### src/hdl/ctrnn_euler_step_engine_macros.svh
// ---------------------------------------------------------------------------
// ctrnn euler step engine assertion macros
// shared concurrent assertion forms, clocked on aclk, disabled in reset
// ---------------------------------------------------------------------------
`ifndef CTRNN_EULER_STEP_ENGINE_MACROS_SVH
`define CTRNN_EULER_STEP_ENGINE_MACROS_SVH

// same-cycle implication
`define CES_ASSERT_IMP(lbl, ante, cons, msg) \
    lbl: assert property (@(posedge aclk) disable iff (!aresetn) (ante) |-> (cons)) \
        else $error(msg);

// next-cycle implication
`define CES_ASSERT_NXT(lbl, ante, cons, msg) \
    lbl: assert property (@(posedge aclk) disable iff (!aresetn) (ante) |=> (cons)) \
        else $error(msg);

`endif

### src/hdl/ces_pkg.sv
// ---------------------------------------------------------------------------
// ces_pkg
// shared types, constants and helpers of the ctrnn euler step engine
// ---------------------------------------------------------------------------
package ces_pkg;

    localparam int DEF_MAX_NEURONS = 16;
    localparam int DEF_MAX_SENSORS = 8;
    localparam int DEF_STATE_BOUND = 32767;
    localparam int RESULT_CAP      = 16;

    localparam int CNT_W  = 5;   // neuron counter, holds up to the result cap
    localparam int TERM_W = 7;   // term counter, holds up to 64 sensors
    localparam int ACC_W  = 40;  // accumulator, room for 128 full-scale products

    localparam logic [15:0] STEP_SIZE_RST = 16'd655;
    localparam logic [4:0]  NEURONS_RST   = 5'd16;
    localparam logic [4:0]  SENS_N_RST    = 5'd0;

    typedef enum logic [3:0] {
        OP_NWEIGHT = 4'd0,
        OP_SWEIGHT = 4'd1,
        OP_BIAS    = 4'd2,
        OP_GAIN    = 4'd3,
        OP_RTAU    = 4'd4,
        OP_NSTATE  = 4'd5,
        OP_SENSOR  = 4'd6,
        OP_STEP    = 4'd7,
        OP_CLEAR   = 4'd8,
        OP_READ    = 4'd9
    } op_t;

    typedef enum logic [1:0] {
        CFG_STEP_SIZE = 2'd0,
        CFG_NEURONS   = 2'd1,
        CFG_SENS_N    = 2'd2
    } cfg_idx_t;

    typedef struct packed {
        logic              wipe;
        logic              accept;
        logic              acc_clr;
        logic              issue;
        logic              issue_sens;
        logic [TERM_W-1:0] term_idx;
        logic [CNT_W-1:0]  cur_idx;
        logic              do_sat;
        logic              do_diff;
        logic              do_mulh;
        logic              do_mull;
        logic              do_sum;
        logic              do_upd;
        logic              do_siga;
        logic              load_step;
        logic              load_read;
        logic              last;
    } cmd_t;

    typedef struct packed {
        logic             wipe_done;
        logic             pipe_busy;
        logic             out_free;
        logic [CNT_W-1:0] n_eff;
        logic [4:0]       sens_n;
    } status_t;

    // 256/(1+exp(-k/8)) rounded, k = 0..64
    localparam logic [8:0] LOGISTIC_LUT [65] = '{
        9'd128, 9'd136, 9'd144, 9'd152, 9'd159, 9'd167, 9'd174, 9'd181, 9'd187,
        9'd193, 9'd199, 9'd204, 9'd209, 9'd214, 9'd218, 9'd222, 9'd225, 9'd229,
        9'd232, 9'd234, 9'd237, 9'd239, 9'd241, 9'd242, 9'd244, 9'd245, 9'd246,
        9'd248, 9'd248, 9'd249, 9'd250, 9'd251, 9'd251, 9'd252, 9'd252, 9'd253,
        9'd253, 9'd254, 9'd254, 9'd254, 9'd254, 9'd254, 9'd255, 9'd255, 9'd255,
        9'd255, 9'd255, 9'd255, 9'd255, 9'd255, 9'd256, 9'd256, 9'd256, 9'd256,
        9'd256, 9'd256, 9'd256, 9'd256, 9'd256, 9'd256, 9'd256, 9'd256, 9'd256,
        9'd256, 9'd256
    };

    function automatic logic signed [31:0] sat32(input logic signed [ACC_W-1:0] x);
        logic signed [ACC_W-1:0] hi;
        logic signed [ACC_W-1:0] lo;
        hi = ACC_W'(64'sh7fff_ffff);
        lo = -ACC_W'(64'sh8000_0000);
        if (x > hi) begin
            return 32'sh7fff_ffff;
        end else if (x < lo) begin
            return 32'sh8000_0000;
        end
        return x[31:0];
    endfunction

endpackage

### src/hdl/ces_ctrl.sv
// ---------------------------------------------------------------------------
// ces_ctrl
// sequencer: item decode, per-neuron integration loop and output pass
// ---------------------------------------------------------------------------
`include "ctrnn_euler_step_engine_macros.svh"

module ces_ctrl #(
    parameter int MAX_SENSORS = ces_pkg::DEF_MAX_SENSORS
) (
    input  logic             aclk,
    input  logic             aresetn,
    input  logic             in_valid,
    input  ces_pkg::op_t     in_op,
    output logic             in_ready,
    input  ces_pkg::status_t status,
    output ces_pkg::cmd_t    cmd
);
    import ces_pkg::*;

    typedef enum logic [12:0] {
        S_WIPE  = 13'b0000000000001,
        S_IDLE  = 13'b0000000000010,
        S_MAC   = 13'b0000000000100,
        S_DRAIN = 13'b0000000001000,
        S_SAT   = 13'b0000000010000,
        S_DIFF  = 13'b0000000100000,
        S_MULH  = 13'b0000001000000,
        S_MULL  = 13'b0000010000000,
        S_SUM   = 13'b0000100000000,
        S_UPD   = 13'b0001000000000,
        S_SIGA  = 13'b0010000000000,
        S_SIGB  = 13'b0100000000000,
        S_READ  = 13'b1000000000000
    } state_t;

    state_t              state_reg, state_next;
    logic [CNT_W-1:0]    i_reg, i_next;
    logic [TERM_W-1:0]   term_reg, term_next;
    logic                sens_reg, sens_next;
    logic                accept;
    logic [CNT_W-1:0]    i_inc;

    assign in_ready = (state_reg == S_IDLE);
    assign accept   = in_valid && in_ready;
    assign i_inc    = CNT_W'(i_reg + CNT_W'(1));

    always_comb begin
        state_next = state_reg;
        i_next     = i_reg;
        term_next  = term_reg;
        sens_next  = sens_reg;
        cmd        = '0;
        cmd.accept = accept;
        cmd.cur_idx  = i_reg;
        cmd.term_idx = term_reg;
        unique case (state_reg)
            S_WIPE: begin
                cmd.wipe = 1'b1;
                if (status.wipe_done) begin
                    state_next = S_IDLE;
                end
            end
            S_IDLE: begin
                if (accept && in_op == OP_STEP) begin
                    cmd.acc_clr = 1'b1;
                    i_next      = '0;
                    term_next   = '0;
                    sens_next   = 1'b0;
                    state_next  = S_MAC;
                end else if (accept && in_op == OP_READ) begin
                    state_next = S_READ;
                end
            end
            S_MAC: begin
                cmd.issue      = 1'b1;
                cmd.issue_sens = sens_reg;
                if (!sens_reg) begin
                    if (TERM_W'(term_reg + TERM_W'(1)) == TERM_W'(status.n_eff)) begin
                        term_next = '0;
                        if (5'(i_reg) < status.sens_n) begin
                            sens_next = 1'b1;
                        end else begin
                            state_next = S_DRAIN;
                        end
                    end else begin
                        term_next = TERM_W'(term_reg + TERM_W'(1));
                    end
                end else begin
                    if (TERM_W'(term_reg + TERM_W'(1)) == TERM_W'(MAX_SENSORS)) begin
                        term_next  = '0;
                        state_next = S_DRAIN;
                    end else begin
                        term_next = TERM_W'(term_reg + TERM_W'(1));
                    end
                end
            end
            S_DRAIN: begin
                if (!status.pipe_busy) begin
                    state_next = S_SAT;
                end
            end
            S_SAT: begin
                cmd.do_sat = 1'b1;
                state_next = S_DIFF;
            end
            S_DIFF: begin
                cmd.do_diff = 1'b1;
                state_next  = S_MULH;
            end
            S_MULH: begin
                cmd.do_mulh = 1'b1;
                state_next  = S_MULL;
            end
            S_MULL: begin
                cmd.do_mull = 1'b1;
                state_next  = S_SUM;
            end
            S_SUM: begin
                cmd.do_sum = 1'b1;
                state_next = S_UPD;
            end
            S_UPD: begin
                cmd.do_upd = 1'b1;
                sens_next  = 1'b0;
                term_next  = '0;
                if (i_inc == status.n_eff) begin
                    i_next     = '0;
                    state_next = S_SIGA;
                end else begin
                    cmd.acc_clr = 1'b1;
                    i_next      = i_inc;
                    state_next  = S_MAC;
                end
            end
            S_SIGA: begin
                cmd.do_siga = 1'b1;
                state_next  = S_SIGB;
            end
            S_SIGB: begin
                if (status.out_free) begin
                    cmd.load_step = 1'b1;
                    cmd.last      = (i_inc == status.n_eff);
                    if (i_inc == status.n_eff) begin
                        i_next     = '0;
                        state_next = S_IDLE;
                    end else begin
                        i_next     = i_inc;
                        state_next = S_SIGA;
                    end
                end
            end
            S_READ: begin
                if (status.out_free) begin
                    cmd.load_read = 1'b1;
                    cmd.last      = 1'b1;
                    state_next    = S_IDLE;
                end
            end
            default: begin
                state_next = S_IDLE;
            end
        endcase
    end

    always_ff @(posedge aclk) begin
        if (!aresetn) begin
            state_reg <= S_WIPE;
            i_reg     <= '0;
            term_reg  <= '0;
            sens_reg  <= 1'b0;
        end else begin
            state_reg <= state_next;
            i_reg     <= i_next;
            term_reg  <= term_next;
            sens_reg  <= sens_next;
        end
    end

    `CES_ASSERT_IMP(a_load_needs_room, cmd.load_step || cmd.load_read, status.out_free, "result loaded over a pending beat")
    `CES_ASSERT_IMP(a_sat_after_drain, state_reg == S_SAT, !status.pipe_busy, "saturation while products in flight")
    `CES_ASSERT_NXT(a_upd_then_loop, state_reg == S_UPD, state_reg == S_MAC || state_reg == S_SIGA, "bad exit from state update")

endmodule

### config.mk
export PLATFORM = sky130hd
export DESIGN_NAME = ces_ctrl
export DESIGN_NICKNAME = d
export VERILOG_FILES = /design/src/hdl/ces_pkg.sv /design/src/hdl/ces_ctrl.sv
export VERILOG_INCLUDE_DIRS = /design/src /design/src/hdl
export SDC_FILE = /design/constraint.sdc
export NUM_CORES = 1
export LEC_CHECK = 0
export ABC_AREA = 1
export BUFFER_PORTS_ARGS = -buffer_cell sky130_fd_sc_hd__buf_2
export CORE_MARGIN = 2
export CORE_UTILIZATION = 54
export CTS_CLUSTER_SIZE = 30
export DETAILED_ROUTE_END_ITERATION = 8
export HOLD_SLACK_MARGIN = 0.06
export PLACE_DENSITY = 0.8
export SLEW_MARGIN = 20
export SYNTH_ARGS = -nofsm -noshare
export SYNTH_HDL_FRONTEND = slang
export SYNTH_SLANG_ARGS = --single-unit
export TNS_END_PERCENT = 20
### constraint.sdc
create_clock -name aclk -period 1.83 [get_ports aclk]
set_input_delay 0.0915 -clock aclk [delete_from_list [all_inputs] [get_ports aclk]]
set_output_delay 0.0915 -clock aclk [all_outputs]
set_load 0.05 [all_outputs]
# After elaboration in Yosys (flattened, before gate mapping)
# Index checks and enable logic that the tools add are counted.
# word_totals
register_bits	26
latchBits	0
ramBits	0
mem_bits_ro	0
input_bits	20
output_inout_bits	28
wordCells	87
n_memories	0
# classes
add_sub_neg	2
n_mul	0
div_mod_pow	0
magnitude_cmp	1
eq_ne	27
n_shift	0
muxes	45
bitwise_logic	0
n_reduce_logical	8
# op_table
operator	count
13-bit case mux with 13 select lines	1
13-bit 2-to-1 mux	10
7-bit 2-to-1 mux	4
11-bit 2-to-1 mux	2
7-bit case mux with 3 select lines	1
1-bit 2-to-1 mux	18
5-bit 2-to-1 mux	3
5-bit case mux with 3 select lines	1
13-bit by 1-bit == test with 1-bit output, second input constant	1
13-bit by 10-bit == test with 1-bit output, second input constant	1
13-bit by 11-bit == test with 1-bit output, second input constant	1
13-bit by 12-bit == test with 1-bit output, second input constant	1
13-bit == test, second input constant	1
13-bit by 2-bit == test with 1-bit output, second input constant	1
13-bit by 3-bit == test with 1-bit output, second input constant	1
13-bit by 4-bit == test with 1-bit output, second input constant	1
13-bit by 5-bit == test with 1-bit output, second input constant	1
13-bit by 6-bit == test with 1-bit output, second input constant	1
13-bit by 7-bit == test with 1-bit output, second input constant	1
13-bit by 8-bit == test with 1-bit output, second input constant	1
13-bit by 9-bit == test with 1-bit output, second input constant	1
3-bit != test, second input constant	3
2-bit != test, second input constant	4
8-bit AND reduction	1
17 further kinds	22

# Depth between registers and ports, before layout
# Gate-level depths: netlist of the first run.
# depth
ltp_word	6
ltp_mapped	14
depth_no_buf	14

# Worst setup path after synthesis of the first run
# Ideal clock, no wire load.
# synth_path
kind	reg2out
from	reg i_reg[0]
to	out cmd[0] in the netlist's numbering
t_arrival_ns	2.800
required_ns	1.738
slack_ns	-1.061
path_stages_with_launch	8
n_path_buf	0
cell_sequence	dfxtp_1 ha_1 xor2_1 nor2_1 nand2_1 nor2_1 nand3_1 o31ai_1
# synth_rtl
item	line_no	text
start, declared	ces_ctrl.sv:37	logic [CNT_W-1:0] i_reg, i_next;
start signal, assigned	ces_ctrl.sv:173	i_reg <= i_next;
end, declared	ces_ctrl.sv:16	output ces_pkg::cmd_t cmd

==> results of run 1 <==
cell usage in the layout (no fill, tap or decap), types with 4 or more instances in the layout:
cell	instances
a21oi_1	14
buf_2	41
buf_4	23
dfxtp_1	9
dfxtp_2	15
ha_1	4
inv_1	51
inv_2	6
nand2_1	72
nand2_2	13
nand3_1	38
nand3_2	4
nand4_1	9
nor2_1	32
nor2_2	7
nor2_4	9
nor3_1	8
nor4_2	4
o21ai_0	12
power by group through the flow:
stage | combinational (mW) | sequential (mW) | clock [mW]
3_3_place_gp | 1.91 | 0.822 | 0
4_1_cts | 2.01 | 0.825 | 0.496
6_report | 2.26 | 0.851 | 0.489
3_5_place_dp | 1.96 | 0.828 | 0
2_1_floorplan | 1.27 | 1.00 | 0
5_1_grt | 2.46 | 0.869 | 0.512
kinds of logic after synthesis:
family	share of synthesized area, %
and+or+nand+nor	46.7
AOI/OAI and AO/OA	10.0
buffers and inverters	12.5
xor gates and xnor gates	2.50
DFF	24.8
adders and majority gates	3.58
area by class of cell:
| cell class | instances | area (um2) | share of cell area, % |
|---|---|---|---|
| flip-flops and latches | 26 | 547 | 19.3 |
| clock inverters | 1 | 30.0 | 1.06 |
| well taps | 48 | 60.1 | 2.12 |
| repair buffers | 68 | 425 | 15.0 |
| multi-input cells | 254 | 1500 | 53.0 |
| clock buffers | 3 | 41.3 | 1.46 |
| inverters | 59 | 229 | 8.07 |
per-stage QoR:
step	total power, mW	cell area, um2	hold WS (ns)	setup TNS, ns	std cells
2_1_floorplan	2.28	2160	0.204	-0.710	345
3_3_place_gp	2.73	2520	0.307	-0.0210	447
3_5_place_dp	2.79	2520	0.309	-0.147	447
4_1_cts	3.33	2650	0.134	-0.160	453
5_1_grt	3.84	2840	0.160	-0.597	459
6_report	3.60	2840	0.129	-0.0921	459
metal layers:
metal  GRT usage (%)  up-vias  routed length [um]
met4            7.65        0                  64
li1                -     1241                   -
met3            4.09        8                 270
met5               0        -                   0
met2            50.0       69                3190
met1            27.3     1144                2280
worst max-delay path by stage:
stage / start / end / slack (ns) / cells past startpoint
6_report: i_reg[0] / cmd[0] / -0.07 / 8
2_1_floorplan: i_reg[0] / state_reg[2] / -0.10 / 10
5_1_grt: i_reg[0] / cmd[0] / -0.18 / 8
3_3_place_gp: i_reg[0] / cmd[0] / -0.02 / 8
4_1_cts: i_reg[0] / cmd[0] / -0.09 / 8
3_5_place_dp: i_reg[0] / cmd[0] / -0.08 / 8
worst reg2reg max path, delay by kind of cell (launching register included):
family                     cells  cell delay (ns)
AOI/OAI and AO/OA              1             0.15
adders and majority gates      1             0.29
buffers and inverters          3             0.23
DFF                            1             0.39
and+or+nand+nor                6             0.63
what timing repair did:
action	in CTS	in global routing
pin swaps	2	14
hold buffers	1	0
endpoints found under the setup margin	12	26
buffers inserted	1	6
endpoints found under the hold margin	1	0
gates resized for setup	9	49
==> flow_metrics.py, run 1 <==
metrics = {
    "synthesis": {
        "avgSynthCellArea_um2": 6.09,
        "ys_seq_area_share_pct": 24.8,
        "synthTopCellsByCount": "nand2_1 (80), inv_1 (53), nand3_1 (43)",
        "syn_inst": 345,
        "syn_nets": 371,
        "async_flop_share_pct": 0,
        "synth_top_area_share_pct": 24.8,
        "ys_warn_count": 0,
        "yosys.area.top_type": "dfxtp_1",
        "synth_edf_count": 0,
        "syn-cell-area_um2": 2100,
        "synth.most_common_cell": "nand2_1",
        "ys_types": 32,
        "synth_seq_cells": 26,
        "ys.flop_type": "dfxtp_1",
        "yosys-top-cells-area": "dfxtp_1 (25%), nand2_1 (14%), nand3_1 (10%)",
    },
    "min_path": {
        "min_to": "state_reg[0]",
        "hold_path_depth": 2,
        "hold_start": "aresetn",
        "hold_class": "primary input to flip-flop",
    },
    "route": {
        "drc": 0,
        "finalWirelength_um": 5810,
        "routed_via_density": 5.36,
        "drtIter0Drc": 166,
        "detail-route-antenna-nets": 0,
        "dr.pass1.iters": 5,
        "vias": 2462,
        "wl_per_cell_um": 12.7,
    },
    "critical_path": {
        "cp_slowest_cell": "dfxtp_4",
        "r2r_slack_ns": 0.07,
        "critPathMaxStageDelay_ns": 0.37,
        "start_kind": "flip-flop",
        "end_kind": "output pin",
        "crit_fanout": 3,
        "path_cells": "ha_4 -> xor2_1 -> nor2_1 -> nand2_1 -> nor2_2 -> nand3_4 -> o31ai_4 -> buf_6",
        "crit_family": "simple AND/OR/NAND/NOR gates",
        "reg2reg_from": "i_reg[3]",
        "required_ns": 1.74,
        "reg2reg_depth": 11,
        "worstSetupPathType": "flip-flop to output pin",
        "crit-reg2reg-capture": "state_reg[10]",
        "critical_path_arrival_ns": 1.81,
        "critPathBufInv": 1,
    },
    "floorplanning": {
        "die_h_um": 66.4,
        "rows": 22,
        "core_area_um2": 3690,
        "die-area_um2": 4400,
        "pin_count": 48,
        "initial_core_util_pct": 56.9,
        "die_w_um": 66.4,
    },
    "cts": {
        "clock_latency_ns": 0.28,
        "cts_buffers": 3,
        "clk_pin_slew_ns": 0.10,
        "cts_root_buffer": "clkbuf_8",
        "cts_tree": "yes",
        "clock-sinks": 26,
        "clk_path_buf_depth": 2,
        "h-tree-depth": 1,
    },
    "place": {
        "port-buffer-count": 47,
        "hpwl_um": 4290,
        "place.gp.congestion": 0.806,
        "dp_slack_ns": -0.0771,
    },
    "job": {
        "maxCapViolations": 0,
    },
    "timing": {
        "finalClockSkew_ns": 0.0125,
        "max_freq_ghz": 0.525,
        "finalSetupViolations": 2,
        "finalHoldViolations": 0,
        "fin_ws_ns": -0.0748,
        "finalWorstPathRequiredPeriod_ns": 1.90,
        "tightest_slew_ns": 0.523,
        "rsz0062_at_grt": "yes",
        "slew_violations": 0,
        "period_share_pct": 104,
        "relSlewSlack_pct": 65.1,
    },
    "layout": {
        "fillers": 303,
        "diodes": 0,
        "final_core_util_pct": 76.9,
        "drive_above_1_share_pct": 36.3,
        "nets": 438,
        "largest_reg_flops": 13,
        "area.growth.synth_to_final_pct": 35.1,
    },
    "power": {
        "swShare_pct": 50.5,
        "comb_power_share_pct": 62.8,
        "vdd_drop_max_mv": 1.01,
        "p_leak_nw": 1.49,
        "seqPwrFrac_pct": 23.6,
        "p_clk_share_pct": 13.6,
        "p_int_mw": 1.78,
        "p_per_area_nw_per_um2": 1270,
        "power_switching_mw": 1.82,
    },
    "grt": {
        "grt_pass1_wl_um": 8720,
        "grt_pass1_vias": 2129,
        "antenna_found_initial": 0,
        "globalRoute.totalOverflow": 0,
        "grt.total_usage_pct": 25.5,
        "grt_start_max_net_pins": 16,
    },
    "outcome": {
        "status": "finished with violations",
        "failed_checks": "negative setup slack",
    },
}
(Power assumes the default switching activity.)
==> run 2, diff against run 1 <==
Settings changed: TNS_END_PERCENT 20 to 30.
==> run 2 against run 1 <==
Clock skew decreased by 0.0094 ns. Die area unchanged. Worst setup slack lost 0.010 ns. The flow still finishes with violations (negative setup slack). Hold slack gained 0.00076 ns. Combinational power about the same. Maximum frequency decreased by 0.54%. First-iteration DRC count down 6.6%. Largest power group unchanged. Highest routed layer unchanged. Core utilization decreased by 0.24 points.
==> flow_metrics.py, run 2 (synthesis results as in run 1) <==
metrics = {
    "critical_path": {
        "worstSetupPathType": "flip-flop to output pin",
        "end_kind": "output pin",
        "crit_fanout": 5,
        "start_kind": "flip-flop",
        "required_ns": 1.74,
        "critical_path_arrival_ns": 1.82,
    },
    "place": {
        "place.gp.congestion": 0.900,
        "place_area_um2": 2540,
        "port-buffer-count": 47,
        "hpwl_um": 4150,
    },
    "timing": {
        "max_freq_ghz": 0.522,
        "finalClockSkew_ns": 0.00314,
        "relSlewSlack_pct": 64.2,
        "fin_ws_ns": -0.0851,
        "slew_violations": 0,
        "finalHoldViolations": 0,
        "finalSetupViolations": 2,
        "rsz0062_at_grt": "yes",
        "period_share_pct": 105,
        "tightest_slew_ns": 0.536,
        "finalWorstPathRequiredPeriod_ns": 1.92,
        "finalSetupTns_ns": -0.111,
    },
    "route": {
        "drtIter0Drc": 155,
        "finalWirelength_um": 5790,
        "detail-route-antenna-nets": 0,
        "routed_via_density": 5.34,
        "vias": 2463,
        "drc": 0,
        "dr.pass1.iters": 4,
        "wl_per_cell_um": 12.6,
    },
    "cts": {
        "h-tree-depth": 1,
        "clock-sinks": 26,
        "clk_pin_slew_ns": 0.09,
        "clock_latency_ns": 0.28,
        "cts_root_buffer": "clkbuf_8",
        "clk_path_buf_depth": 2,
        "cts_tree": "yes",
        "cts_buffers": 3,
    },
    "floorplanning": {
        "rows": 22,
        "die_h_um": 66.4,
        "pin_count": 48,
        "core_area_um2": 3690,
        "die-area_um2": 4400,
        "initial_core_util_pct": 56.9,
        "die_w_um": 66.4,
    },
    "grt": {
        "grt_start_max_net_pins": 16,
        "grt.total_usage_pct": 25.7,
        "globalRoute.totalOverflow": 0,
        "grt_pass1_vias": 2201,
        "grt_pass1_wl_um": 8880,
        "antenna_found_initial": 0,
    },
    "layout": {
        "drive_above_1_share_pct": 34.9,
        "fillers": 301,
        "most-common-layout-cells": "nand2_1 (75), inv_1 (51), nand3_1 (40)",
        "area.growth.synth_to_final_pct": 34.7,
        "largest_reg_flops": 13,
        "diodes": 0,
        "final_core_util_pct": 76.7,
        "final_common_cell": "nand2_1",
        "nets": 440,
        "final_area_um2": 2830,
    },
    "power": {
        "finalPower_mw": 3.46,
        "p_per_area_nw_per_um2": 1220,
        "p_leak_nw": 1.46,
        "vdd_drop_max_mv": 1.07,
    },
    "job": {
        "maxCapViolations": 0,
    },
    "min_path": {
        "hold_class": "primary input to flip-flop",
    },
    "outcome": {
        "status": "finished with violations",
        "failed_checks": "negative setup slack",
    },
}
## run 2: final cells by class
cell class / instances / area (um2) / area share, %
inverters: 59 / 229 / 8.10
clock buffers: 4 / 55.1 / 1.95
multi-input cells: 254 / 1490 / 52.7
repair inverters: 1 / 7.51 / 0.265
flip-flops and latches: 26 / 546 / 19.3
repair buffers: 69 / 442 / 15.6
well taps: 48 / 60.1 / 2.12
## run 2: metal layers
| layer | vias to the layer above | share of wire (%) | GRT usage [%] |
|---|---|---|---|
| li1 | 1252 | - | - |
| met1 | 1142 | 42 | 29.4 |
| met2 | 58 | 53 | 48.8 |
| met3 | 11 | 4.0 | 3.41 |
| met4 | 0 | 1.7 | 7.65 |
| met5 | - | 0 | 0 |
## run 2: final timing paths
check                           depth (start not counted)             to  slack, ns         start
worst min-delay path                                    2   state_reg[0]       0.13       aresetn
worst max-delay path                                    8         cmd[0]      -0.09      i_reg[0]
worst min register to register                          2    term_reg[6]       0.50   term_reg[6]
worst max register to register                         11  state_reg[12]       0.05  state_reg[4]
## run 2: power breakdown
group / switching [mW] / internal (mW)
Clock: 0.194 / 0.193
Combinational: 1.48 / 0.759
Sequential: 0.141 / 0.698
## run 2: worst max-delay path, cell delays in order, from the launching register on
cell and delay (ns):
dfxtp_4 0.37, buf_4 0.14, nand3_1 0.13, xor2_1 0.23, nand2_1 0.09, nand2_2 0.12
nand3_4 0.11, o31ai_4 0.19, buf_6 0.19
## run 2: timing repair
action / 4_1_cts / 5_1_grt
gates cloned: 0 / 1
pin swaps: 3 / 10
setup buffers: 3 / 4
hold buffers: 1 / 0
gates resized for setup: 11 / 46
setup endpoints to repair: 7 / 32
endpoints found under the hold margin: 1 / 0
## run 2: stage by stage
step / hold WS [ns] / setup WS (ns) / std cells
after floorplan: 0.204 / -0.102 / 345
after global placement: 0.305 / 0.0401 / 448
after detailed placement: 0.328 / 0.00569 / 448
after CTS: 0.149 / -0.0932 / 456
after global routing: 0.144 / -0.189 / 461
final: 0.130 / -0.0851 / 461
==> run 3, diff against run 2 <==
Settings changed: CORE_MARGIN 2 to default, MAX_ROUTING_LAYER from default to met4.
==> run 3 against run 2 <==
The flow still finishes with violations (negative setup slack). Via count fell by 2.2%. Die area down 5.9%. Clock-buffer cell count is the same. Register-to-register slack improved by 0.04 ns. Routed wire length decreased by 3.2%. Clock power decreased by 1%.
==> flow_metrics.py, run 3 (synthesis results as in run 1) <==
metrics = {
    "layout": {
        "most-common-layout-cells": "nand2_1 (71), inv_1 (51), buf_2 (42)",
        "final_area_um2": 2830,
        "final_common_cell": "nand2_1",
        "fillers": 306,
        "drive_above_1_share_pct": 37.4,
        "largest_reg_flops": 13,
        "nets": 439,
        "diodes": 0,
        "area.growth.synth_to_final_pct": 34.9,
    },
    "grt": {
        "antenna_found_initial": 0,
        "globalRoute.totalOverflow": 0,
        "grt_pass1_wl_um": 9000,
        "grt_start_max_net_pins": 16,
        "grt.total_usage_pct": 27.9,
        "grt_pass1_vias": 2185,
    },
    "cts": {
        "clk_path_buf_depth": 2,
        "cts_buffers": 3,
        "clock_latency_ns": 0.27,
        "cts_root_buffer": "clkbuf_8",
        "clock-sinks": 26,
        "cts_tree": "yes",
        "clk_pin_slew_ns": 0.09,
        "h-tree-depth": 1,
    },
    "route": {
        "wl_per_cell_um": 12.2,
        "routed_via_density": 5.24,
        "drc": 0,
        "drtIter0Drc": 165,
        "dr.pass1.iters": 4,
        "finalWirelength_um": 5600,
        "vias": 2410,
        "detail-route-antenna-nets": 0,
    },
    "power": {
        "p_clk_share_pct": 11.0,
        "swShare_pct": 52.0,
        "finalPower_mw": 3.47,
        "p_leak_nw": 1.47,
        "vdd_drop_max_mv": 0.807,
        "comb_power_share_pct": 64.4,
        "seqPwrFrac_pct": 24.6,
        "p_int_mw": 1.66,
        "power_switching_mw": 1.80,
        "p_per_area_nw_per_um2": 1220,
    },
    "critical_path": {
        "critical_path_arrival_ns": 1.87,
        "start_kind": "flip-flop",
        "required_ns": 1.74,
        "worstSetupPathType": "flip-flop to output pin",
        "crit_fanout": 4,
        "end_kind": "output pin",
    },
    "floorplanning": {
        "pin_count": 48,
        "die_w_um": 64.4,
        "initial_core_util_pct": 56.9,
        "core_area_um2": 3690,
        "die-area_um2": 4140,
        "die_h_um": 64.4,
        "rows": 22,
    },
    "place": {
        "port-buffer-count": 47,
        "place.gp.congestion": 0.899,
        "hpwl_um": 4140,
        "place_area_um2": 2540,
    },
    "job": {
        "maxCapViolations": 0,
    },
    "timing": {
        "finalWorstPathRequiredPeriod_ns": 1.97,
        "relSlewSlack_pct": 64.0,
        "slew_violations": 0,
        "finalClockSkew_ns": 0.00247,
        "tightest_slew_ns": 0.540,
        "finalSetupViolations": 2,
        "rsz0062_at_grt": "yes",
        "max_freq_ghz": 0.509,
        "period_share_pct": 107,
        "finalHoldViolations": 0,
        "fin_ws_ns": -0.135,
    },
    "min_path": {
        "hold_class": "primary input to flip-flop",
    },
    "outcome": {
        "status": "finished with violations",
        "failed_checks": "negative setup slack",
    },
}
[run 3: changes by cell type in the layout (fill, tap and decap cells not counted), sizes merged]
| cell | previous run | this run |
|---|---|---|
| clkbuf | 6 | 5 |
[run 3: path summary, 6_finish.rpt]
check / startpoint / cells past startpoint / slack, ns / end
max: i_reg[0] / 8 / -0.14 / cmd[0]
max reg2reg: i_reg[0] / 11 / 0.09 / i_reg[3]
min: aresetn / 2 / 0.14 / state_reg[0]
min reg2reg: term_reg[5] / 2 / 0.53 / term_reg[5]
[run 3: through the flow]
stage	hold slack [ns]	setup TNS, ns	std cells	setup slack (ns)	utilization [%]
3_3_place_gp	0.304	0	448	0.0442	68.8
4_1_cts	0.152	-0.161	454	-0.0986	71.9
2_1_floorplan	0.204	-0.456	345	-0.102	-
3_5_place_dp	0.334	0	448	0.00929	68.8
5_1_grt	0.159	-0.489	460	-0.213	76.8
6_report	0.144	-0.165	460	-0.135	76.8
[run 3: final cells by class]
class / instances / area (um2) / area share (%)
Clock buffer: 4 / 55.1 / 1.94
Inverter: 59 / 229 / 8.08
Multi-Input combinational cell: 254 / 1510 / 53.4
Sequential cell: 26 / 553 / 19.5
Tap cell: 48 / 60.1 / 2.12
Timing Repair Buffer: 68 / 419 / 14.8
Timing Repair inverter: 1 / 5.00 / 0.177
[run 3: layer usage]
| layer | track usage, % | vias to the layer above | wire length, um |
|---|---|---|---|
| li1 | - | 1246 | - |
| met5 | - | - | 0 |
| met2 | 50.3 | 64 | 2910 |
| met1 | 31.9 | 1090 | 2430 |
| met4 | 9.72 | 0 | 85 |
| met3 | 2.50 | 10 | 184 |
[run 3: critical path, cell delays in order (launching register included)]
cell and delay (ns):
dfxtp_4 0.36, ha_4 0.24, xor2_1 0.15, nor2_1 0.09
nand2_1 0.09, nor2_4 0.12, nand3_4 0.12, o31ai_4 0.24
buf_6 0.19
[run 3: timing repair]
item                                    4_1_cts  5_1_grt
endpoints found under the setup margin        2       34
hold endpoints to repair                      1        0
pin swaps                                     3       15
hold buffers                                  1        0
cloned                                        0        1
buffers inserted                              1        5
resized for setup                             9       55
[run 3: power groups by stage]
| stage | Combinational, mW | Sequential, mW | Clock, mW |
|---|---|---|---|
| global placement | 1.92 | 0.822 | 0 |
| detailed placement | 1.96 | 0.826 | 0 |
| finish | 2.23 | 0.852 | 0.382 |
| CTS | 2.01 | 0.824 | 0.378 |
| global route | 2.45 | 0.871 | 0.402 |
| floorplan | 1.28 | 1.00 | 0 |
